### src/scd_pkg.sv
package scd_pkg;

    localparam int DELAY_DEPTH  = 4096;
    localparam int ADDR_W       = $clog2(DELAY_DEPTH);
    localparam int CENTER_DELAY = 960;
    localparam int ROM_SIZE     = 256;
    localparam logic [31:0] QUARTER_TURN = 32'h4000_0000;
    localparam logic [20:0] CENTER_Q8    = 21'(CENTER_DELAY * 256);

    localparam logic [31:0] PHASE_STEP_RESET = 32'd89478;
    localparam logic [17:0] DEPTH_RESET      = 18'd36864;
    localparam logic [15:0] GAIN_RESET       = 16'd16384;

    localparam logic [7:0] CFG_PHASE_STEP = 8'd0;
    localparam logic [7:0] CFG_DEPTH      = 8'd1;
    localparam logic [7:0] CFG_DRY        = 8'd2;
    localparam logic [7:0] CFG_WET        = 8'd3;

    typedef struct packed {
        logic signed [15:0] left_in;
        logic signed [15:0] right_in;
        logic               block_start;
    } in_t;

    typedef struct packed {
        logic signed [15:0] left_out;
        logic signed [15:0] right_out;
    } out_t;

    // one item as handed from the front to the back
    typedef struct packed {
        logic signed [15:0] x_l;
        logic signed [15:0] x_r;
        logic [ADDR_W-1:0]  whole_l;
        logic [ADDR_W-1:0]  whole_r;
        logic [7:0]         frac_l;
        logic [7:0]         frac_r;
        logic [15:0]        dry;
        logic [15:0]        wet;
    } job_t;

    typedef struct packed {
        logic full;
        logic empty;
    } q_stat_t;

    typedef enum logic [2:0] {
        F_IDLE, F_LFO_L, F_LFO_R, F_OFF_L, F_OFF_R, F_PUSH
    } front_state_t;

    typedef enum logic [2:0] {
        B_CLEAR, B_IDLE, B_RD1, B_Y0, B_Y1, B_MUL, B_OUT
    } back_state_t;

    typedef logic signed [15:0] rom_t [ROM_SIZE];

    // shift and subtract long division, used only while building the ROM
    function automatic longint unsigned udiv(input longint unsigned num,
                                             input longint unsigned den);
        longint unsigned q;
        longint unsigned r;
        q = 0;
        r = 0;
        for (int i = 63; i >= 0; i--) begin
            r = (r << 1) | ((num >> i) & 64'd1);
            q = q << 1;
            if (r >= den) begin
                r = r - den;
                q = q | 64'd1;
            end
        end
        return q;
    endfunction

    // round(32767*sin(k*pi/128)), Q30 series
    function automatic logic [15:0] quarter_sine(input int k);
        longint unsigned x;
        longint unsigned x2;
        longint unsigned term;
        longint unsigned v;
        longint          sum;
        x    = (longint'(k) * 64'd3373259426 + 64'd64) >> 7;
        x2   = (x * x) >> 30;
        sum  = longint'(x);
        term = x;
        for (int n = 1; n <= 8; n++) begin
            term = udiv((term * x2) >> 30, longint'((2 * n) * (2 * n + 1)));
            if (n % 2 == 1) sum = sum - longint'(term);
            else            sum = sum + longint'(term);
        end
        if (sum < 0) sum = 0;
        if (sum > 64'sd1073741824) sum = 64'sd1073741824;
        v = (longint'(sum) * 64'd32767 + 64'd536870912) >> 30;
        if (v > 64'd32767) v = 64'd32767;
        return v[15:0];
    endfunction

    function automatic rom_t build_rom();
        rom_t r;
        logic [15:0] s;
        for (int i = 0; i < ROM_SIZE; i++) begin
            s = ((i / 64) % 2 == 1) ? quarter_sine(64 - i % 64) : quarter_sine(i % 64);
            r[i] = ((i / 64) >= 2) ? -$signed(s) : $signed(s);
        end
        return r;
    endfunction

    localparam rom_t SINE_ROM = build_rom();

    // now + (target - now) * 75 / 256, truncating toward zero
    function automatic logic [18:0] smooth(input logic [18:0] now, input logic [18:0] tgt);
        logic signed [19:0] diff;
        logic signed [26:0] prod;
        logic signed [26:0] q;
        diff = $signed({1'b0, tgt}) - $signed({1'b0, now});
        prod = 27'(diff) * 27'sd75;
        q    = (prod < 0) ? ((prod + 27'sd255) >>> 8) : (prod >>> 8);
        return now + q[18:0];
    endfunction

endpackage

### src/scd_front.sv
module scd_front import scd_pkg::*; (
    input  logic        aclk,
    input  logic        aresetn,
    input  logic        s_valid,
    output logic        s_ready,
    input  in_t         s_data,
    input  logic        cfg_valid,
    input  logic [7:0]  cfg_index,
    input  logic [31:0] cfg_data,
    input  logic        hold,
    input  q_stat_t     q_stat,
    output logic        push,
    output job_t        push_data
);

    front_state_t state_reg, state_next;

    logic [31:0] step_tgt_reg, step_now_reg, phase_reg;
    logic [17:0] depth_tgt_reg, depth_now_reg;
    logic [14:0] dry_tgt_reg, wet_tgt_reg;
    logic [15:0] dry_now_reg, wet_now_reg;
    logic signed [15:0] xl_reg, xr_reg, lfo_l_reg, lfo_r_reg;
    logic [18:0] off_l_reg, off_r_reg;

    logic [31:0]        ph;
    logic [7:0]         idx;
    logic signed [16:0] a, b, diff;
    logic signed [33:0] lprod;
    logic signed [17:0] lfo_sum;
    logic signed [15:0] lfo_sel;
    logic signed [34:0] oprod;
    logic signed [20:0] off_full;
    logic [18:0]        off_clamp;
    logic [18:0]        depth_sm, dry_sm, wet_sm;
    logic               accept;

    assign accept = s_valid && s_ready;

    // LFO interpolation, shared by both channels
    always_comb begin
        ph      = (state_reg == F_LFO_R) ? phase_reg + QUARTER_TURN : phase_reg;
        idx     = ph[31:24];
        a       = 17'(SINE_ROM[idx]);
        b       = 17'(SINE_ROM[8'(idx + 8'd1)]);
        diff    = b - a;
        lprod   = 34'(diff) * $signed({18'd0, ph[23:8]});
        lfo_sum = 18'(a) + 18'(lprod >>> 16);
    end

    // tap offset in Q8, shared by both channels
    always_comb begin
        lfo_sel   = (state_reg == F_OFF_R) ? lfo_r_reg : lfo_l_reg;
        oprod     = 35'(lfo_sel) * $signed({17'd0, depth_now_reg});
        off_full  = $signed(CENTER_Q8) + 21'(oprod >>> 15);
        off_clamp = off_full[20] ? 19'd0 : off_full[18:0];
    end

    always_comb begin
        depth_sm = smooth({1'b0, depth_now_reg}, {1'b0, depth_tgt_reg});
        dry_sm   = smooth({3'd0, dry_now_reg}, {4'd0, dry_tgt_reg});
        wet_sm   = smooth({3'd0, wet_now_reg}, {4'd0, wet_tgt_reg});
    end

    always_comb begin
        state_next = state_reg;
        s_ready    = 1'b0;
        push       = 1'b0;
        case (state_reg)
            F_IDLE: begin
                s_ready = !hold;
                if (accept) state_next = F_LFO_L;
            end
            F_LFO_L: state_next = F_LFO_R;
            F_LFO_R: state_next = F_OFF_L;
            F_OFF_L: state_next = F_OFF_R;
            F_OFF_R: state_next = F_PUSH;
            F_PUSH: begin
                if (!q_stat.full) begin
                    push       = 1'b1;
                    state_next = F_IDLE;
                end
            end
            default: state_next = F_IDLE;
        endcase
    end

    always_comb begin
        push_data.x_l     = xl_reg;
        push_data.x_r     = xr_reg;
        push_data.whole_l = ADDR_W'(off_l_reg[18:8]);
        push_data.whole_r = ADDR_W'(off_r_reg[18:8]);
        push_data.frac_l  = off_l_reg[7:0];
        push_data.frac_r  = off_r_reg[7:0];
        push_data.dry     = dry_now_reg;
        push_data.wet     = wet_now_reg;
    end

    always_ff @(posedge aclk) begin
        if (!aresetn) state_reg <= F_IDLE;
        else          state_reg <= state_next;
    end

    always_ff @(posedge aclk) begin
        if (!aresetn) begin
            step_tgt_reg  <= PHASE_STEP_RESET;
            depth_tgt_reg <= DEPTH_RESET;
            dry_tgt_reg   <= GAIN_RESET[14:0];
            wet_tgt_reg   <= GAIN_RESET[14:0];
            step_now_reg  <= PHASE_STEP_RESET;
            depth_now_reg <= DEPTH_RESET;
            dry_now_reg   <= GAIN_RESET;
            wet_now_reg   <= GAIN_RESET;
            phase_reg     <= 32'd0;
        end else begin
            if (cfg_valid) begin
                case (cfg_index)
                    CFG_PHASE_STEP: step_tgt_reg  <= cfg_data;
                    CFG_DEPTH:      depth_tgt_reg <= cfg_data[17:0];
                    CFG_DRY:        dry_tgt_reg   <= cfg_data[14:0];
                    CFG_WET:        wet_tgt_reg   <= cfg_data[14:0];
                    default: ;
                endcase
            end
            if (accept && s_data.block_start) begin
                step_now_reg  <= step_tgt_reg;
                depth_now_reg <= depth_sm[17:0];
                dry_now_reg   <= dry_sm[15:0];
                wet_now_reg   <= wet_sm[15:0];
            end
            if (push) phase_reg <= phase_reg + step_now_reg;
        end
    end

    always_ff @(posedge aclk) begin
        if (accept) begin
            xl_reg <= s_data.left_in;
            xr_reg <= s_data.right_in;
        end
        if (state_reg == F_LFO_L) lfo_l_reg <= lfo_sum[15:0];
        if (state_reg == F_LFO_R) lfo_r_reg <= lfo_sum[15:0];
        if (state_reg == F_OFF_L) off_l_reg <= off_clamp;
        if (state_reg == F_OFF_R) off_r_reg <= off_clamp;
    end

endmodule

### config.mk
export PLATFORM = sky130hd
export DESIGN_NAME = scd_front
export DESIGN_NICKNAME = d
export VERILOG_FILES = /design/src/scd_pkg.sv /design/src/scd_front.sv
export SDC_FILE = /design/constraint.sdc
export NUM_CORES = 2
export LEC_CHECK = 0
export BUFFER_PORTS_ARGS = -buffer_cell sky130_fd_sc_hd__buf_4
export CORE_MARGIN = 1
export CORE_UTILIZATION = 25
export CTS_BUF_LIST = sky130_fd_sc_hd__clkbuf_4 sky130_fd_sc_hd__clkbuf_8
export CTS_CLUSTER_SIZE = 8
export DETAILED_ROUTE_END_ITERATION = 8
export GPL_TIMING_DRIVEN = 0
export SYNTH_ARGS = -nofsm -noshare
export SYNTH_HDL_FRONTEND = slang
export SYNTH_SLANG_ARGS = --single-unit
### constraint.sdc
create_clock -name aclk -period 14.3 [get_ports aclk]
set_input_delay 0 -clock aclk [delete_from_list [all_inputs] [get_ports aclk]]
set_output_delay 0 -clock aclk [all_outputs]
set_load 0.01 [all_outputs]
======== After elaboration in Yosys (flattened, before gate mapping) ========
Memories as Yosys holds them, arrays and structs flattened.
Cells that the tools add are included.
W data, S select, Z words.
operators by class
  $add $sub $neg .......................... 15
  multiply operators ...................... 5
  $lt $le $gt $ge ......................... 5
  equal/unequal tests ..................... 10
  muxes and demuxes ....................... 16
  bitwise logic cells ..................... 2
  reductions and logical operators ........ 10
operators by type and width
  kind                      count
  $mux W16                  7
  $lt A25 B1 Y1 const B     2
  $mul A17 B8 Y25 const B   2
  $add A16 B16 Y16          3
  $add A24 B9 Y24 const B   2
  $mul A16 B19 Y35          1
  $sub A15 B16 Y17          2
  $add A32 B31 Y32 const B  1
  $add A32 B32 Y32          1
  $mul A17 B17 Y32          1
  $mux W32                  1
  $lt A27 B1 Y1 const B     1
  $mul A19 B8 Y27 const B   1
  $add A26 B9 Y26 const B   1
  $add A19 B20 Y21 const A  1
  $mux W19                  1
  $sub A18 B18 Y19          1
  $add A18 B18 Y18          1
  $ge A9 B9 Y1 const B      2
  $mux W18                  1
  $not A8 Y9                2
  $pmux W3 S6               1
  $sub A16 B16 Y17          1
  $eq A8 B2 Y1 const B      2
  13 further kinds          24
storage, ports and cells
  flip-flop bits (word level) ............. 299
  ROM bits ................................ 8192
  input port bits ......................... 80
  memories ................................ 2
memory list
  name              words  bits a word  read ports  clocked after memory_dff  write ports  line             RTL
  (name not given)  256    16           1           0                         0            scd_front.sv:44  b = 17'(SINE_ROM[8'(idx + 8'd1)]);
  (name not given)  256    16           1           0                         0            scd_front.sv:43  a = 17'(SINE_ROM[idx]);

======== Depth between registers and ports, before layout ========
  word-level depth ........................ 10
  mapped depth ............................ 62
  mapped depth without buffers ............ 58

======== Least setup slack after synthesis ========
No wires, ideal clock.
  path type ............................... register -> register
  start point ............................. reg phase_reg[26]
  end point ............................... reg lfo_l_reg[14], data pin
  library setup time ...................... 169 ps
  arrival ................................. 13330 ps
  required time ........................... 14131 ps
  slack ................................... 801 ps
  cell stages (with the launch flop) ...... 60
  cell sequence ........................... dfxtp_1 clkbuf_1 inv_2 clkbuf_1 buf_1 ha_1 clkbuf_1 clkbuf_1 clkbuf_1 clkbuf_1 buf_1 o22ai_1 o311ai_0 o21ai_0 nor2_1 a21oi_1 ha_1 nor2b_1 [24 not listed] o21ai_0 a22o_1 a21oi_1 nor2b_1 nor2_1 xnor2_1 ha_1 nor2b_1 o21ai_0 a21oi_1 o21ai_0 a21boi_0 o21ai_0 a21boi_0 o21ai_0 a21oi_1 or4_1 o211ai_1
on the way
  cells in the longest elaborated chain, start to end .. 10
  elaborated cells on any way between the ends .. 14
  classes of those cells .................. add/sub (4); mul (1); mux (5); bitwise (2); memory (2)
ends and longest elaborated chain
  element                                       line              RTL
  start: declaration                            scd_front.sv:18   logic [31:0] step_tgt_reg, step_now_reg, phase_reg;
  start signal: assignment                      scd_front.sv:130  if (push) phase_reg <= phase_reg + step_now_reg;
  $add A32 B31 Y32                              scd_front.sv:41   ph = (state_reg == F_LFO_R) ? phase_reg + QUARTER_TURN : phase_reg;
  $mux W32 (*)                                  scd_front.sv:41
  $add A8 B1 Y8                                 scd_front.sv:44
  $not A8 Y9 (implied by the code)              scd_front.sv:44
  $mem_v2 Z256 W16                              -
  $mux W16 (implied by the code) (2 in series)  scd_front.sv:44
  $sub A16 B16 Y17                              scd_front.sv:45   diff = b - a;
  $mul A17 B17 Y32                              scd_front.sv:46   lprod = 34'(diff) * $signed({18'd0, ph[23:8]});
  $add A16 B16 Y16 (*)                          scd_front.sv:47   lfo_sum = 18'(a) + 18'(lprod >>> 16);
  via lfo_sum[14]                               scd_front.sv:29   logic signed [17:0] lfo_sum;
  end signal: assignment                        scd_front.sv:139  if (state_reg == F_LFO_L) lfo_l_reg <= lfo_sum[15:0];
  end: declaration                              scd_front.sv:22   logic signed [15:0] xl_reg, xr_reg, lfo_l_reg, lfo_r_reg;
Mark *: on every way through the listed nets, which the timed path passes. The rest lies on a longest branch. The select of a mux whose other input is x is not followed.
A chain may end at the register's enable or synchronous reset.

======== Worst setup path in the final report ========
  start point ............................. reg phase_reg[24]
  end point ............................... reg lfo_r_reg[15], data pin
on the way
  cells in the longest elaborated chain, start to end .. 10
  elaborated cells on any way between the ends .. 14
  classes of those cells .................. add/sub (4); mul (1); mux (5); bitwise (2); memory (2)
ends and longest elaborated chain
  element                                       line              RTL
  $add A32 B31 Y32                              scd_front.sv:41
  $mux W32 (*)                                  scd_front.sv:41
  $add A8 B1 Y8                                 scd_front.sv:44
  $not A8 Y9 (implied by the code)              scd_front.sv:44
  $mem_v2 Z256 W16                              -
  $mux W16 (implied by the code) (2 in series)  scd_front.sv:44
  $sub A16 B16 Y17                              scd_front.sv:45
  $mul A17 B17 Y32                              scd_front.sv:46
  $add A16 B16 Y16 (*)                          scd_front.sv:47
  via lfo_sum[15]                               scd_front.sv:29
  end signal: assignment                        scd_front.sv:140  if (state_reg == F_LFO_R) lfo_r_reg <= lfo_sum[15:0];
  end: declaration                              scd_front.sv:22
Marks and branches as above.

==> flow_summary_export.csv <==
group,metric,value,unit
status,status,"finished, violations left",
status,violations,"max-capacitance violations, max-slew violations",
logic_synthesis,synth_edf_count,102,
clock_network,cts_buffers,51,
logic_synthesis,synth_top_area_cell,"fa_1",
logic_synthesis,synthFlopType,"dfxtp_1",
sta,worst_slew_pin_slew,1.560,ns
route,ant_nets,0,
logic_synthesis,synth_cell_types,103,
route,post_drt_wl_per_cell,23.95,um
die,rows,171,
logic_synthesis,synth.avg_cell_area,7.943,um^2
logic_synthesis,synth-seq-cells,299,
sta,max_freq,70.55,MHz
die,dieArea,0.2207,mm^2
sta,relSlewSlack,-4.965,%
grt,overflow,0,
route,vias_per_cell,5.351,
sta,slew_violations,5,
logic_synthesis,synth.top_cell.area_share,21.48,%
critical_path,reg2reg_depth,48,
die,top_level_ports,186,
grt,grt_pass1_vias,54199,
route,drc,0,
sta,period_minus_slack,14.18,ns
sta,fin_skew,0.05766,ns
clock_network,cts_sinks,299,
finish,drive_gt1_share,9.375,%
critical_path,crit_type,"flip-flop to flip-flop",
route,routed_wl,242.7,mm
critical_path,reg2reg_to,"lfo_r_reg[15]$_DFFE_PN_",
route,drtPass1Iterations,8,
sta,setup_violations,0,
critical_path,slowest_stage,"clkbuf_1",
worst_hold_path,holdPathEnd,"wet_tgt_reg[4]$_SDFFE_PN0P_",
logic_synthesis,syn_area,0.05471,mm^2
critical_path,critPathLaunchType,"flip-flop",
critical_path,cp.arrival,14.59,ns
sta,finalCritPeriodShare,99.13,%
clock_network,path_clk_slew,0.06,ns
logic_synthesis,yosysSeqAreaShare,12.81,%
critical_path,worst-path-max-fanout,10,
grt,antenna_found_initial,10,
die,core_area,0.2174,mm^2
critical_path,worst_setup_path_end_kind,"flip-flop",
clock_network,cts-root-buf,"clkbuf_8",
grt,grt_pass1_wl,357.2,mm
die,die_y,469.8,um
critical_path,critical-path-max-stage-delay,0.81,ns
finish,area_growth_syn_to_layout,15.40,%
route,drt_iter0_drc,5783,
grt,grt_max_degree,35,
critical_path,cpMostUsedCell,"fa_1",
run,cap_violations,1,
clock_network,clkLatencyLatePin,0.70,ns
die,die_x,469.8,um
clock_network,clk_path_buf_depth,3,
finish,design_area,0.06313,mm^2
critical_path,crit_required,14.71,ns
worst_hold_path,hold_path_class,"input pin to flip-flop",
critical_path,reg2reg_from,"phase_reg[24]$_SDFFE_PN0P_",
critical_path,ff2ff_setup_slack,0.12,ns
placed_design,numPortBuffers,181,
die,initial_utilization,25.17,%
critical_path,crit_buf_inv,9,
logic_synthesis,synth.area.top_cells,"fa_1 (21%), ha_1 (13%), dfxtp_1 (7.2%)",
placed_design,gp_congestion,1.037,
route,vias,54233,
finish,final_net_count,8495,
placed_design,place_hpwl,191.1,mm
logic_synthesis,syn-instance-count,6887,
grt,grt_usage,21.34,%
placed_design,placed_cell_area,0.05973,mm^2
clock_network,htree_levels,2,
worst_hold_path,whs_path_depth,5,
logic_synthesis,synth_warnings,0,
logic_synthesis,async_flop_share,0,%
sta,hold_viol,0,
critical_path,critPathTopFamily,"compound AO/OA/AOI/OAI gates",
worst_hold_path,holdCritStartpoint,"cfg_index[3]",
clock_network,tritoncts,"built",
-- tightest hold or removal path, stage by stage --
cell and delay (ns):
buf_4 0.08, nor4_1 0.14, nand3_1 0.27, nand2_1 0.08
a21boi_0 0.15
-- Yosys cell counts (18+ instances only) --
master    count
or2_2        35
a211oi_1     86
o311ai_0     53
clkbuf_1    311
and3_1       33
o21bai_1     19
xor2_1      108
nor4_1       22
nor2_1      446
nor3_1      128
dfxtp_1     197
a311oi_1     41
ha_1        590
a21boi_0    136
nand2b_1     60
edfxtp_1    102
nor3b_1      30
o211a_1      18
o211ai_1    109
inv_1       890
mux2i_1      18
nand3b_1     21
fa_1        587
a211o_1      18
nand2_1     981
a21o_1       68
and2_1      196
nand4_1      21
nand3_1     155
o21ai_0     366
o31ai_1      22
a31oi_1      61
a21oi_1     313
buf_1        54
or3_1        32
o21a_1       49
nor2b_1      93
xnor2_1     166
-- area by class of cell --
cell class                 instances  area [um^2]
inverter                         893         3364
timing repair buffer             304         2539
multi-input combinational       5325        43690
clock buffer                      74        924.6
antenna                            6        15.01
sequential                       299         7018
clock inverter                    16        188.9
fill                           23330       154200
buffer                           364         1818
tap                             2854         3571
-- through the flow --
stage	hold slack, ns	instances	util (%)	TNS, ns	setup slack [ns]
2_1_floorplan	0.05619	6888	-	0	0.8014
6_report	0.06850	10135	29.04	0	0.1249
3_5_place_dp	0.1793	9929	27.48	-121.98	-5.216
5_1_grt	0.04993	10132	29.04	-0.1089	-0.05612
3_3_place_gp	0.1788	9923	27.44	-132.48	-5.566
4_1_cts	0.004703	10114	28.80	0	0.007599
-- routing by layer --
metal	vias up	wire length (um)	track usage, %
met3	784	21820	4.338
met4	6	16090	10.95
met1	26652	101400	27.82
met5	-	43	0
li1	23932	-	-
met2	2859	103400	33.17
-- how the worst max path moves through the flow --
stage / startpoint / endpoint / slack [ns] / depth (start not counted)
floorplan: phase_reg[26]$_SDFFE_PN0P_ / lfo_l_reg[14]$_DFFE_PP_ / 0.80 / 59
global placement: phase_reg[26]$_SDFFE_PN0P_ / lfo_l_reg[15]$_DFFE_PP_ / -5.57 / 54
detailed placement: phase_reg[26]$_SDFFE_PN0P_ / lfo_r_reg[15]$_DFFE_PN_ / -5.22 / 55
CTS: phase_reg[26]$_SDFFE_PN0P_ / lfo_r_reg[15]$_DFFE_PN_ / 0.008 / 55
global route: phase_reg[26]$_SDFFE_PN0P_ / lfo_r_reg[15]$_DFFE_PN_ / -0.06 / 54
finish: phase_reg[24]$_SDFFE_PN0P_ / lfo_r_reg[15]$_DFFE_PN_ / 0.12 / 48
-- cell families after synthesis --
logic type                 share of synthesized area, %
buffers and inverters                             8.735
and+or+nand+nor                                   19.63
DFF                                               12.81
AOI/OAI and AO/OA                                 18.65
adders and majority gates                         34.97
muxes                                            0.7708
other                                          0.006855
xor gates and xnor gates                          4.428
-- cells in the final DEF, fill, tap and decap left out, types with 57 or more instances in the layout --
| master | count |
|---|---|
| inv_1 | 887 |
| o211ai_1 | 109 |
| fa_1 | 587 |
| and2_1 | 195 |
| nor2_1 | 429 |
| a21oi_1 | 302 |
| xnor2_1 | 150 |
| dlygate4sd3_1 | 87 |
| a31oi_1 | 57 |
| xor2_1 | 104 |
| o21ai_0 | 348 |
| clkbuf_2 | 80 |
| a21boi_0 | 135 |
| nand3_1 | 153 |
| edfxtp_1 | 102 |
| buf_4 | 220 |
| ha_1 | 582 |
| nor3_1 | 124 |
| nand2b_1 | 59 |
| dfxtp_1 | 194 |
| nand2_1 | 977 |
| a21o_1 | 68 |
| nor2b_1 | 91 |
| a211oi_1 | 81 |
| clkbuf_1 | 174 |
| clkbuf_8 | 66 |
-- repair_timing --
item,in CTS,in global routing
gates resized for setup,291,171
pin swaps,11,18
endpoints found under the hold margin,116,0
hold buffers,87,0
buffers inserted,14,16
endpoints found under the setup margin,32,12
Power is not shown: default switching activity piles up to over one toggle a cycle in this logic, so the estimate is an artifact.
