File: src/scd_pkg.sv
package scd_pkg;

    localparam int DELAY_DEPTH  = 4096;
    localparam int ADDR_W       = $clog2(DELAY_DEPTH);
    localparam int CENTER_DELAY = 960;
    localparam int ROM_SIZE     = 256;
    localparam logic [31:0] QUARTER_TURN = 32'h4000_0000;
    localparam logic [20:0] CENTER_Q8    = 21'(CENTER_DELAY * 256);

    localparam logic [31:0] PHASE_STEP_RESET = 32'd89478;
    localparam logic [17:0] DEPTH_RESET      = 18'd36864;
    localparam logic [15:0] GAIN_RESET       = 16'd16384;

    localparam logic [7:0] CFG_PHASE_STEP = 8'd0;
    localparam logic [7:0] CFG_DEPTH      = 8'd1;
    localparam logic [7:0] CFG_DRY        = 8'd2;
    localparam logic [7:0] CFG_WET        = 8'd3;

    typedef struct packed {
        logic signed [15:0] left_in;
        logic signed [15:0] right_in;
        logic               block_start;
    } in_t;

    typedef struct packed {
        logic signed [15:0] left_out;
        logic signed [15:0] right_out;
    } out_t;

    // one item as handed from the front to the back
    typedef struct packed {
        logic signed [15:0] x_l;
        logic signed [15:0] x_r;
        logic [ADDR_W-1:0]  whole_l;
        logic [ADDR_W-1:0]  whole_r;
        logic [7:0]         frac_l;
        logic [7:0]         frac_r;
        logic [15:0]        dry;
        logic [15:0]        wet;
    } job_t;

    typedef struct packed {
        logic full;
        logic empty;
    } q_stat_t;

    typedef enum logic [2:0] {
        F_IDLE, F_LFO_L, F_LFO_R, F_OFF_L, F_OFF_R, F_PUSH
    } front_state_t;

    typedef enum logic [2:0] {
        B_CLEAR, B_IDLE, B_RD1, B_Y0, B_Y1, B_MUL, B_OUT
    } back_state_t;

    typedef logic signed [15:0] rom_t [ROM_SIZE];

    // shift and subtract long division, used only while building the ROM
    function automatic longint unsigned udiv(input longint unsigned num,
                                             input longint unsigned den);
        longint unsigned q;
        longint unsigned r;
        q = 0;
        r = 0;
        for (int i = 63; i >= 0; i--) begin
            r = (r << 1) | ((num >> i) & 64'd1);
            q = q << 1;
            if (r >= den) begin
                r = r - den;
                q = q | 64'd1;
            end
        end
        return q;
    endfunction

    // round(32767*sin(k*pi/128)), Q30 series
    function automatic logic [15:0] quarter_sine(input int k);
        longint unsigned x;
        longint unsigned x2;
        longint unsigned term;
        longint unsigned v;
        longint          sum;
        x    = (longint'(k) * 64'd3373259426 + 64'd64) >> 7;
        x2   = (x * x) >> 30;
        sum  = longint'(x);
        term = x;
        for (int n = 1; n <= 8; n++) begin
            term = udiv((term * x2) >> 30, longint'((2 * n) * (2 * n + 1)));
            if (n % 2 == 1) sum = sum - longint'(term);
            else            sum = sum + longint'(term);
        end
        if (sum < 0) sum = 0;
        if (sum > 64'sd1073741824) sum = 64'sd1073741824;
        v = (longint'(sum) * 64'd32767 + 64'd536870912) >> 30;
        if (v > 64'd32767) v = 64'd32767;
        return v[15:0];
    endfunction

    function automatic rom_t build_rom();
        rom_t r;
        logic [15:0] s;
        for (int i = 0; i < ROM_SIZE; i++) begin
            s = ((i / 64) % 2 == 1) ? quarter_sine(64 - i % 64) : quarter_sine(i % 64);
            r[i] = ((i / 64) >= 2) ? -$signed(s) : $signed(s);
        end
        return r;
    endfunction

    localparam rom_t SINE_ROM = build_rom();

    // now + (target - now) * 75 / 256, truncating toward zero
    function automatic logic [18:0] smooth(input logic [18:0] now, input logic [18:0] tgt);
        logic signed [19:0] diff;
        logic signed [26:0] prod;
        logic signed [26:0] q;
        diff = $signed({1'b0, tgt}) - $signed({1'b0, now});
        prod = 27'(diff) * 27'sd75;
        q    = (prod < 0) ? ((prod + 27'sd255) >>> 8) : (prod >>> 8);
        return now + q[18:0];
    endfunction

endpackage

File: src/scd_fifo.sv
module scd_fifo import scd_pkg::*; (
    input  logic    aclk,
    input  logic    aresetn,
    input  logic    push,
    input  job_t    push_data,
    input  logic    pop,
    output job_t    pop_data,
    output q_stat_t stat
);

    job_t       mem_reg [2];
    logic       wr_ptr_reg, rd_ptr_reg;
    logic [1:0] count_reg;

    assign stat.full  = (count_reg == 2'd2);
    assign stat.empty = (count_reg == 2'd0);
    assign pop_data   = mem_reg[rd_ptr_reg];

    always_ff @(posedge aclk) begin
        if (push) mem_reg[wr_ptr_reg] <= push_data;
    end

    always_ff @(posedge aclk) begin
        if (!aresetn) begin
            wr_ptr_reg <= 1'b0;
            rd_ptr_reg <= 1'b0;
            count_reg  <= 2'd0;
        end else begin
            if (push) wr_ptr_reg <= ~wr_ptr_reg;
            if (pop)  rd_ptr_reg <= ~rd_ptr_reg;
            count_reg <= count_reg + 2'(push) - 2'(pop);
        end
    end

endmodule

File: config.mk
export PLATFORM = sky130hd
export DESIGN_NAME = scd_fifo
export DESIGN_NICKNAME = d
export VERILOG_FILES = /design/src/scd_pkg.sv /design/src/scd_fifo.sv
export SDC_FILE = /design/constraint.sdc
export NUM_CORES = 1
export LEC_CHECK = 0
export BUFFER_PORTS_ARGS = -buffer_cell sky130_fd_sc_hd__buf_2
export CAP_MARGIN = 20
export CELL_PAD_IN_SITES_DETAIL_PLACEMENT = 1
export CELL_PAD_IN_SITES_GLOBAL_PLACEMENT = 1
export CORE_ASPECT_RATIO = 0.5
export CORE_MARGIN = 2
export CORE_UTILIZATION = 35
export DETAILED_ROUTE_END_ITERATION = 12
export PLACE_DENSITY_LB_ADDON = 0.1
export REMOVE_ABC_BUFFERS = 1
export SLEW_MARGIN = 30
export SYNTH_ARGS = -nofsm -noshare
export SYNTH_HDL_FRONTEND = slang
export SYNTH_SLANG_ARGS = --single-unit
File: constraint.sdc
create_clock -name aclk -period 16.2 [get_ports aclk]
set_input_delay 2.43 -clock aclk [delete_from_list [all_inputs] [get_ports aclk]]
set_output_delay 2.43 -clock aclk [all_outputs]
set_load 0.03 [all_outputs]
# ---- After elaboration in Yosys (flattened, before gate mapping)
# Memory sizes are Yosys's and may differ from the RTL's. A register that Yosys moved wholly into a read port is not among the register bits.
# Index checks and enable logic that the tools add are counted.
dict set report totals {
  wordCells 14
  regBits 4
  in_bits 108
  n_memories 1
  mem_bits_rw 208
}
# name words word_bits rd rd_clocked_by_memory_dff write_ports line_no
set memory_table {}
lappend memory_table {mem_reg 2 104 1 1 1 scd_fifo.sv:11} ;# job_t mem_reg [2];
dict set report classes {
  bitwise_logic 2
  mux 4
  n_reduce_logical 1
  eq_ne 1
  addsub 2
}
# cell count
set op_table {}
lappend op_table {{$mux 1} 4}
lappend op_table {{$add 2x1->2} 1}
lappend op_table {{$eq 2x2->1 const B} 1}
lappend op_table {{$logic_not 2->1} 1}
lappend op_table {{$not 1->1} 2}
lappend op_table {{$sub 2x1->2} 1}

# ---- Depth between registers and ports, before layout
# Gate-level depths: netlist of the first run.
dict set report depth {
  depth_word 3
  ltp_mapped 6
  ltp_nobuf 6
}

# ---- Worst setup path before layout of the first run
# OpenSTA, ideal clock, no wires.
dict set report synth_timing {
  path_type {input port to flip-flop}
  from {input port push}
  to {memory mem_reg[0][0] (netlist name) (enable)}
  path_slack_ns 8.635
  n_path_buf 0
  cell_stages 1
  arrival_time_ns 6.984
  setup_time_ns 0.581
  path_cell_list {nor2b_1}
}
dict set report synth_via {
  elab_chain_len 2
}
# element line_no
set synth_lines {}
lappend synth_lines {{start: declaration} scd_fifo.sv:4} ;# input logic push,
lappend synth_lines {{$mux 1} scd_fifo.sv:20} ;# if (push) mem_reg[wr_ptr_reg] <= push_data;
lappend synth_lines {{$mux 1 (implied by the code)} scd_fifo.sv:20}
lappend synth_lines {{end: declaration} scd_fifo.sv:11}
# Every way passes these cells.

==> flow_summary.json, run 1 <==
{
  "outcome": "finished clean",
  "pin_count": 214,
  "cts.sinks": 213,
  "drtPass1Iterations": 4,
  "drtIter0Drc": 186,
  "power.clock.fraction_pct": 35.6,
  "fin_crit_sh_pct": 32.5,
  "crit_chain": "buf_12 -> buf_4 -> mux2_2 -> buf_2",
  "row_count": 38,
  "setup_viol": 0,
  "synth_cell_types": 15,
  "power_density_nw_per_um2": 128,
  "rsz0062_at_grt": "false",
  "synth_top_area_share_pct": 78.3,
  "drv_cap": 0,
  "worstMarginPinSlew_ps": 841,
  "rrSetupSlack_ps": 13850,
  "wl_um": 16300,
  "pwr-share-comb_pct": 13.8,
  "h-tree-depth": 1,
  "post-cts-setup-buffers": 0,
  "grt_max_degree": 58,
  "cts-root-buf": "clkbuf_16",
  "ir_drop_mv": 0.0697,
  "die_y_um": 111,
  "synth_area_leaders": "edfxtp_1 (78%), mux2_4 (11%), mux2_2 (6.2%)",
  "layout.cells.non_filler": 889,
  "required_ps": 13770,
  "cp_data_arrival_time_ps": 2830,
  "hold_path.class": "flop to flop",
  "vias": 3945,
  "clkLatencyLatePin_ps": 500,
  "dp_cells": 851,
  "synthToLayoutAreaGrowth_pct": 25.4,
  "wire_per_inst_um": 18.3,
  "gp_congestion": 0.708,
  "startpoint_type": "flop",
  "p_leak_nw": 3.86,
  "cpPeakStageDelay_ps": 730,
  "syn_inst": 345,
  "clk_path_buf_depth": 3,
  "power.switching_uw": 322,
  "min_period_ps": 5260,
  "antenna_found_initial": 0,
  "cts_tree": "yes",
  "worst-path-max-fanout": 46,
  "cts_buffers": 21,
  "yosys_warnings": 0,
  "die_w_um": 218,
  "yosysSeqAreaShare_pct": 79.5,
  "grt_pass1_wl_um": 24800,
  "skew_ps": 6.22,
  "slew_violations": 0,
  "final_hold_viol_count": 0,
  "start_util_pct": 36.3,
  "gr-total-overflow": 0,
  "max_slew_margin_pct": 43.9,
  "synth_seq_cells": 213,
  "avgViaCountPerCell": 4.44,
  "grt_pass1_vias": 4198,
  "syn_avg_cell_area_um2": 23.1,
  "drive_gt1_share_pct": 60.6,
  "dp_hpwl_um": 10800,
  "drc": 0,
  "timing.fmax_ghz": 0.190,
  "crit_type": "flop to primary output",
  "die_area_um2": 24100,
  "antenna_left": 0,
  "cp_slowest_cell": "dfxtp_4",
  "largest_reg_flops": 208,
  "hold_buffers": 0,
  "grt.total_usage_pct": 13.6,
  "sw_frac_of_total_pct": 25.1,
  "sequentialPowerShare_pct": 50.6,
  "core_um2": 22000,
  "nets": 684,
  "port_buffers": 213,
  "cts.repair.resized": 0,
  "tns_ps": 0,
  "crit_path_end_kind": "primary output",
  "syn_area_um2": 7980,
  "clkTransAtPathRegs_ps": 60,
  "p_int_uw": 961,
  "synth_largest_area_cell": "edfxtp_1"
}
layout make-up:
cell class              instances  area (µm²)
multi-input cells             118        1520
fillers                      2128       12000
repair buffers                218        1120
inverters                       2        7.51
clock buffers                  23         533
well taps                     300         375
flip-flops and latches        213        6350
clock inverters                13        96.3
diodes                          2        5.00
final timing paths:
| check | startpoint | to | cells past startpoint |
|---|---|---|---|
| max | flop | pop_data[0] | 4 |
| min | rd_ptr_reg$_SDFFE_PN0P_ | flop | 2 |
| max reg2reg | wr_ptr_reg$_SDFFE_PN0P_ | mem_reg[0][78]$_DFFE_PP_ | 3 |
| min reg2reg | rd_ptr_reg$_SDFFE_PN0P_ | flop | 2 |
cell families after synthesis:
family,synth area share [%]
adders and majority gates,0.313
and+or+nand+nor,0.674
buffers and inverters,1.52
AOI/OAI and AO/OA,0.0941
xor gates and xnor gates,0.392
DFF,79.5
muxes,17.5
critical path: cells and delay by family (launching register included):
kind	cells	cell delay [ps]
buffers and inverters	3	1130
DFF	1	730
muxes	1	410
power groups by stage:
stage | Combinational (mW) | Clock (mW) | Sequential (mW)
after global placement | 0.176 | 0 | 0.664
after detailed placement | 0.181 | 0 | 0.662
after CTS | 0.181 | 0.474 | 0.650
after floorplan | 0.123 | 0 | 0.667
after global routing | 0.188 | 0.496 | 0.652
final | 0.177 | 0.457 | 0.649
metrics by stage:
step | hold slack, ps | utilization (%) | power [mW] | cell area, µm² | setup slack [ps]
2_1_floorplan | 555 | - | 0.790 | 7870 | 8640
3_3_place_gp | 565 | 42.5 | 0.839 | 9350 | 11240
3_5_place_dp | 565 | 42.6 | 0.842 | 9370 | 11370
4_1_cts | 582 | 45.4 | 1.31 | 10000 | 10810
5_1_grt | 599 | 45.4 | 1.34 | 10000 | 10710
6_report | 571 | 45.5 | 1.28 | 10000 | 10940
cell usage in the layout, fill, tap and decap left out, drive strengths merged:
cell type,count
ha,2
mux2,104
diode,2
nor2b,4
clkinv,10
inv,3
edfxtp,208
clkbuf,23
xnor3,1
clkinvlp,1
nor2,1
dfxtp,5
xor2,1
buf,218
o21a,1
bufinv,1
and2,4
cells in the mapped netlist, drive strengths merged:
cell type and number:
xor2 1, dfxtp 5, nor2b 4, xnor3 1, edfxtp 208, o21a 1
and2 4, nor2 1, inv 2, mux2 104, ha 2, buf 12
metal layers:
| metal | GRT usage, % | part of all wire, % |
|---|---|---|
| met3 | 3.98 | 5.2 |
| met2 | 23.4 | 51 |
| met4 | 3.74 | 2.2 |
| met5 | 0 | 0 |
| met1 | 16.6 | 42 |
Power figures use the tool's default switching activity.
==> inputs of run 2 (changes only) <==
- clock period: 16.2 -> 4.7 ns (I/O delays scaled with it)
==> flow_summary.json, run 2 (synthesis gave the netlist of run 1 again) <==
{
  "multi_input_area_um2": 1520,
  "max_slew_margin_pct": 43.3,
  "grt.total_usage_pct": 13.5,
  "cts-root-buf": "clkbuf_16",
  "grt_pass1_vias": 4186,
  "synthToLayoutAreaGrowth_pct": 25.1,
  "p_leak_nw": 3.84,
  "cts.repair.resized": 0,
  "grt_max_degree": 86,
  "cts_buffers": 21,
  "nets": 685,
  "port_buffers": 213,
  "worst-path-max-fanout": 43,
  "r2r_end": "mem_reg[1][68]$_DFFE_PP_",
  "drc": 0,
  "worstMarginPinSlew_ps": 850,
  "core_um2": 22000,
  "globalRouteMet3Util_pct": 4.33,
  "row_count": 38,
  "hold_path.class": "primary input to flop",
  "antenna_found_initial": 4,
  "layout.cells.non_filler": 886,
  "met1_usage_pct": 16.5,
  "startpoint_type": "flop",
  "die_y_um": 111,
  "fill_cells": 2134,
  "r2r_cells": 2,
  "critPathTopFamily": "buffers and inverters",
  "setup_viol": 0,
  "crit_path_end_kind": "primary output",
  "cp_slowest_cell": "buf_4",
  "regArea_um2": 6350,
  "outcome": "finished clean",
  "drv_cap": 0,
  "clk_path_buf_depth": 3,
  "drtIter0Drc": 200,
  "pin_count": 214,
  "antenna_left": 0,
  "dp_cells": 852,
  "crit_type": "flop to primary output",
  "cts_tree": "yes",
  "rsz0062_at_grt": "false",
  "r2r_start": "wr_ptr_reg$_SDFFE_PN0P_",
  "die_area_um2": 24100,
  "die_w_um": 218,
  "final_common_cell": "buf_2",
  "timing.fmax_ghz": 0.332,
  "total_power_mw": 4.40,
  "top_usage_layer": "met2",
  "cp_data_arrival_time_ps": 2300,
  "post-cts-setup-buffers": 0,
  "fin_crit_sh_pct": 64.0,
  "final_cell_mix": "buf_2 (213), edfxtp_1 (208), mux2_4 (60), mux2_2 (44), clkbuf_16 (21)",
  "clkTransAtPathRegs_ps": 70,
  "crit_chain": "buf_4 -> mux2_2 -> buf_2",
  "path_buf_inv": 2,
  "clkLatencyLatePin_ps": 500,
  "power_density_nw_per_um2": 440,
  "crit_end": "pop_data[33]",
  "gp_congestion": 0.687,
  "wire_per_inst_um": 18.5,
  "slew_violations": 0,
  "drive_gt1_share_pct": 59.8,
  "skew_ps": 13.9,
  "cp.depth": 3,
  "dp_hpwl_um": 10700,
  "largest_reg_flops": 208,
  "final_hold_viol_count": 0,
  "rrSetupSlack_ps": 2740,
  "grt_pass1_wl_um": 24800,
  "ir_drop_mv": 0.192,
  "start_util_pct": 36.3,
  "required_ps": 3990,
  "gr-total-overflow": 0,
  "h-tree-depth": 1,
  "wl_um": 16400,
  "drtPass1Iterations": 4,
  "vias": 3905,
  "cpPeakStageDelay_ps": 640,
  "grtUsageMet2_pct": 23.5,
  "hold_buffers": 0,
  "cts.sinks": 213,
  "avgViaCountPerCell": 4.41,
  "min_period_ps": 3010
}
==> run 2: cell count changes in the layout (fill, tap and decap cells not counted), sizes merged <==
cell / change
inv: -1
diode: -1
clkbuf: +7
clkinv: -9
buf: +1
==> run 2: metal layers <==
layer	vias up	wire [µm]	share of wire, %
li1	1816	-	-
met4	6	251	1.5
met5	-	44	0.27
met1	1960	6700	41
met2	99	8460	52
met3	24	926	5.7
==> run 2: how the worst min path moves through the flow <==
| stage | startpoint | endpoint | cells after the start |
|---|---|---|---|
| 2_1_floorplan | rd_ptr_reg$_SDFFE_PN0P_ | flop | 2 |
| 3_3_place_gp | rd_ptr_reg$_SDFFE_PN0P_ | flop | 2 |
| 3_5_place_dp | rd_ptr_reg$_SDFFE_PN0P_ | flop | 2 |
| 4_1_cts | push_data[17] | mem_reg[1][17]$_DFFE_PP_ | 1 |
| 5_1_grt | push_data[27] | mem_reg[1][27]$_DFFE_PP_ | 1 |
| 6_report | push_data[91] | mem_reg[1][91]$_DFFE_PP_ | 1 |
==> run 2: power by group <==
part | internal (mW) | total, mW | switching, mW
Sequential | 2.20 | 2.23 | 0.0326
Combinational | 0.240 | 0.616 | 0.376
Clock | 0.877 | 1.55 | 0.673
==> run 2: cell type report <==
class / instances / area share (%)
diodes: 1 / 0.0251
multi-input cells: 118 / 15.3
flip-flops and latches: 213 / 63.6
inverters: 2 / 0.0752
clock buffers: 30 / 5.60
well taps: 300 / 3.76
clock inverters: 3 / 0.426
repair buffers: 219 / 11.3
==> run 2: metrics by stage <==
| step | hold slack (ps) | util [%] | cell area (µm²) | setup WS, ps | setup TNS, ps |
|---|---|---|---|---|---|
| 2_1_floorplan | 555 | - | 7870 | -1140 | -121720 |
| 3_5_place_dp | 572 | 42.6 | 9380 | 2140 | 0 |
| 6_report | 393 | 45.4 | 9980 | 1690 | 0 |
| 3_3_place_gp | 564 | 42.6 | 9380 | 2160 | 0 |
| 4_1_cts | 369 | 45.3 | 9980 | 1610 | 0 |
| 5_1_grt | 368 | 45.4 | 9980 | 1530 | 0 |
==> inputs of run 3 (changes only) <==
- clock period: 4.7 -> 2.6 ns (I/O delays scaled with it)
==> flow_summary.json, run 3 (synthesis gave the netlist of run 1 again) <==
{
  "die_y_um": 111,
  "vias": 3930,
  "rsz0062_at_grt": "false",
  "core_um2": 22000,
  "timing.fmax_ghz": 0.450,
  "grt_max_degree": 73,
  "clk_path_buf_depth": 3,
  "drc": 0,
  "avgViaCountPerCell": 4.41,
  "worstMarginPinSlew_ps": 525,
  "outcome": "finished clean",
  "crit_path_end_kind": "primary output",
  "nets": 687,
  "tns_ps": 0,
  "drv_cap": 0,
  "gr-total-overflow": 0,
  "dp_hpwl_um": 10600,
  "row_count": 38,
  "hold_path.class": "primary input to flop",
  "worst-path-max-fanout": 53,
  "ir_drop_mv": 0.402,
  "die_area_um2": 24100,
  "skew_ps": 4.78,
  "hold_ws_ps": 86.0,
  "pin_count": 214,
  "final_cell_mix": "buf_2 (213), edfxtp_1 (208), mux2_4 (60), mux2_2 (44), clkbuf_16 (21)",
  "startpoint_type": "flop",
  "die_w_um": 218,
  "min_period_ps": 2220,
  "r2r_start": "wr_ptr_reg$_SDFFE_PN0P_",
  "post-cts-setup-buffers": 0,
  "grt_pass1_vias": 4176,
  "max_slew_margin_pct": 65.0,
  "crit_end": "pop_data[34]",
  "total_power_mw": 8.28,
  "start_util_pct": 36.3,
  "p_leak_nw": 3.92,
  "place_area_um2": 9430,
  "power_density_nw_per_um2": 816,
  "slew_violations": 0,
  "rrSetupSlack_ps": 1030,
  "wl_um": 16000,
  "grt.total_usage_pct": 13.3,
  "port_buffers": 213,
  "final_common_cell": "buf_2",
  "wire_per_inst_um": 18.0,
  "layout.cells.non_filler": 891,
  "cts.sinks": 213,
  "dp_cells": 854,
  "largest_reg_flops": 208,
  "h-tree-depth": 1,
  "cts_buffers": 21,
  "hold_buffers": 0,
  "cts_tree": "yes",
  "gp_congestion": 0.713,
  "required_ps": 2210,
  "cts.repair.resized": 0,
  "setup_viol": 0,
  "design_area_um2": 10100,
  "drtIter0Drc": 210,
  "drive_gt1_share_pct": 60.9,
  "r2r_end": "mem_reg[1][93]$_DFFE_PP_",
  "diodes": 0,
  "dpl_worst_slack_ps": 841,
  "cp_data_arrival_time_ps": 1830,
  "clkLatencyLatePin_ps": 490,
  "final_hold_viol_count": 0,
  "crit_type": "flop to primary output",
  "setup_slack_ps": 378,
  "grt_pass1_wl_um": 24400,
  "fin_crit_sh_pct": 85.4,
  "r2r_cells": 2,
  "final_util_pct": 46.1,
  "antenna_found_initial": 2,
  "cts-root-buf": "clkbuf_16",
  "drtPass1Iterations": 4,
  "synthToLayoutAreaGrowth_pct": 27.0,
  "clkTransAtPathRegs_ps": 60,
  "antenna_left": 0
}
==> run 3: cell types whose count changed in the layout (fill, tap and decap cells not counted), sizes merged <==
cell    before  now
clkinv       1    7
bufinv       1    4
buf        219  221
diode        1    0
clkbuf      30   25
==> run 3: worst min path at each step <==
stage,startpoint,to,slack [ps],cells after the start
floorplan,push_data[0],mem_reg[0][0]$_DFFE_PP_,490,0
global placement,rd_ptr_reg$_SDFFE_PN0P_,flop,560,2
detailed placement,rd_ptr_reg$_SDFFE_PN0P_,flop,570,2
CTS,push_data[102],mem_reg[1][102]$_DFFE_PP_,50,1
global route,push_data[85],mem_reg[0][85]$_DFFE_PP_,50,1
finish,push_data[87],mem_reg[0][87]$_DFFE_PP_,90,1
==> run 3: power breakdown <==
group          switching [mW]  leakage (nW)  internal (mW)
Sequential             0.0454          1.99           3.97
Combinational           0.697          1.58          0.446
Clock                    1.23         0.345           1.89
Total                    1.97          3.92           6.30
==> run 3: cell type report <==
type / instances / area (µm²)
clock inverters: 12 / 165
repair buffers: 221 / 1180
multi-input cells: 118 / 1520
clock buffers: 25 / 541
inverters: 2 / 7.51
fillers: 2120 / 11900
flip-flops and latches: 213 / 6350
well taps: 300 / 375
==> run 3: per-layer routing <==
layer	vias up	part of all wire, %	track usage, %
li1	1833	-	-
met4	4	2.1	3.33
met1	1969	41	16.3
met3	28	5.6	4.31
met2	96	51	22.8
met5	-	0.15	0
==> run 3: worst max-delay path, cell delays in order (launching register included) <==
cell,delay (ps)
dfxtp_4,370
buf_12,320
mux2_2,410
buf_2,190
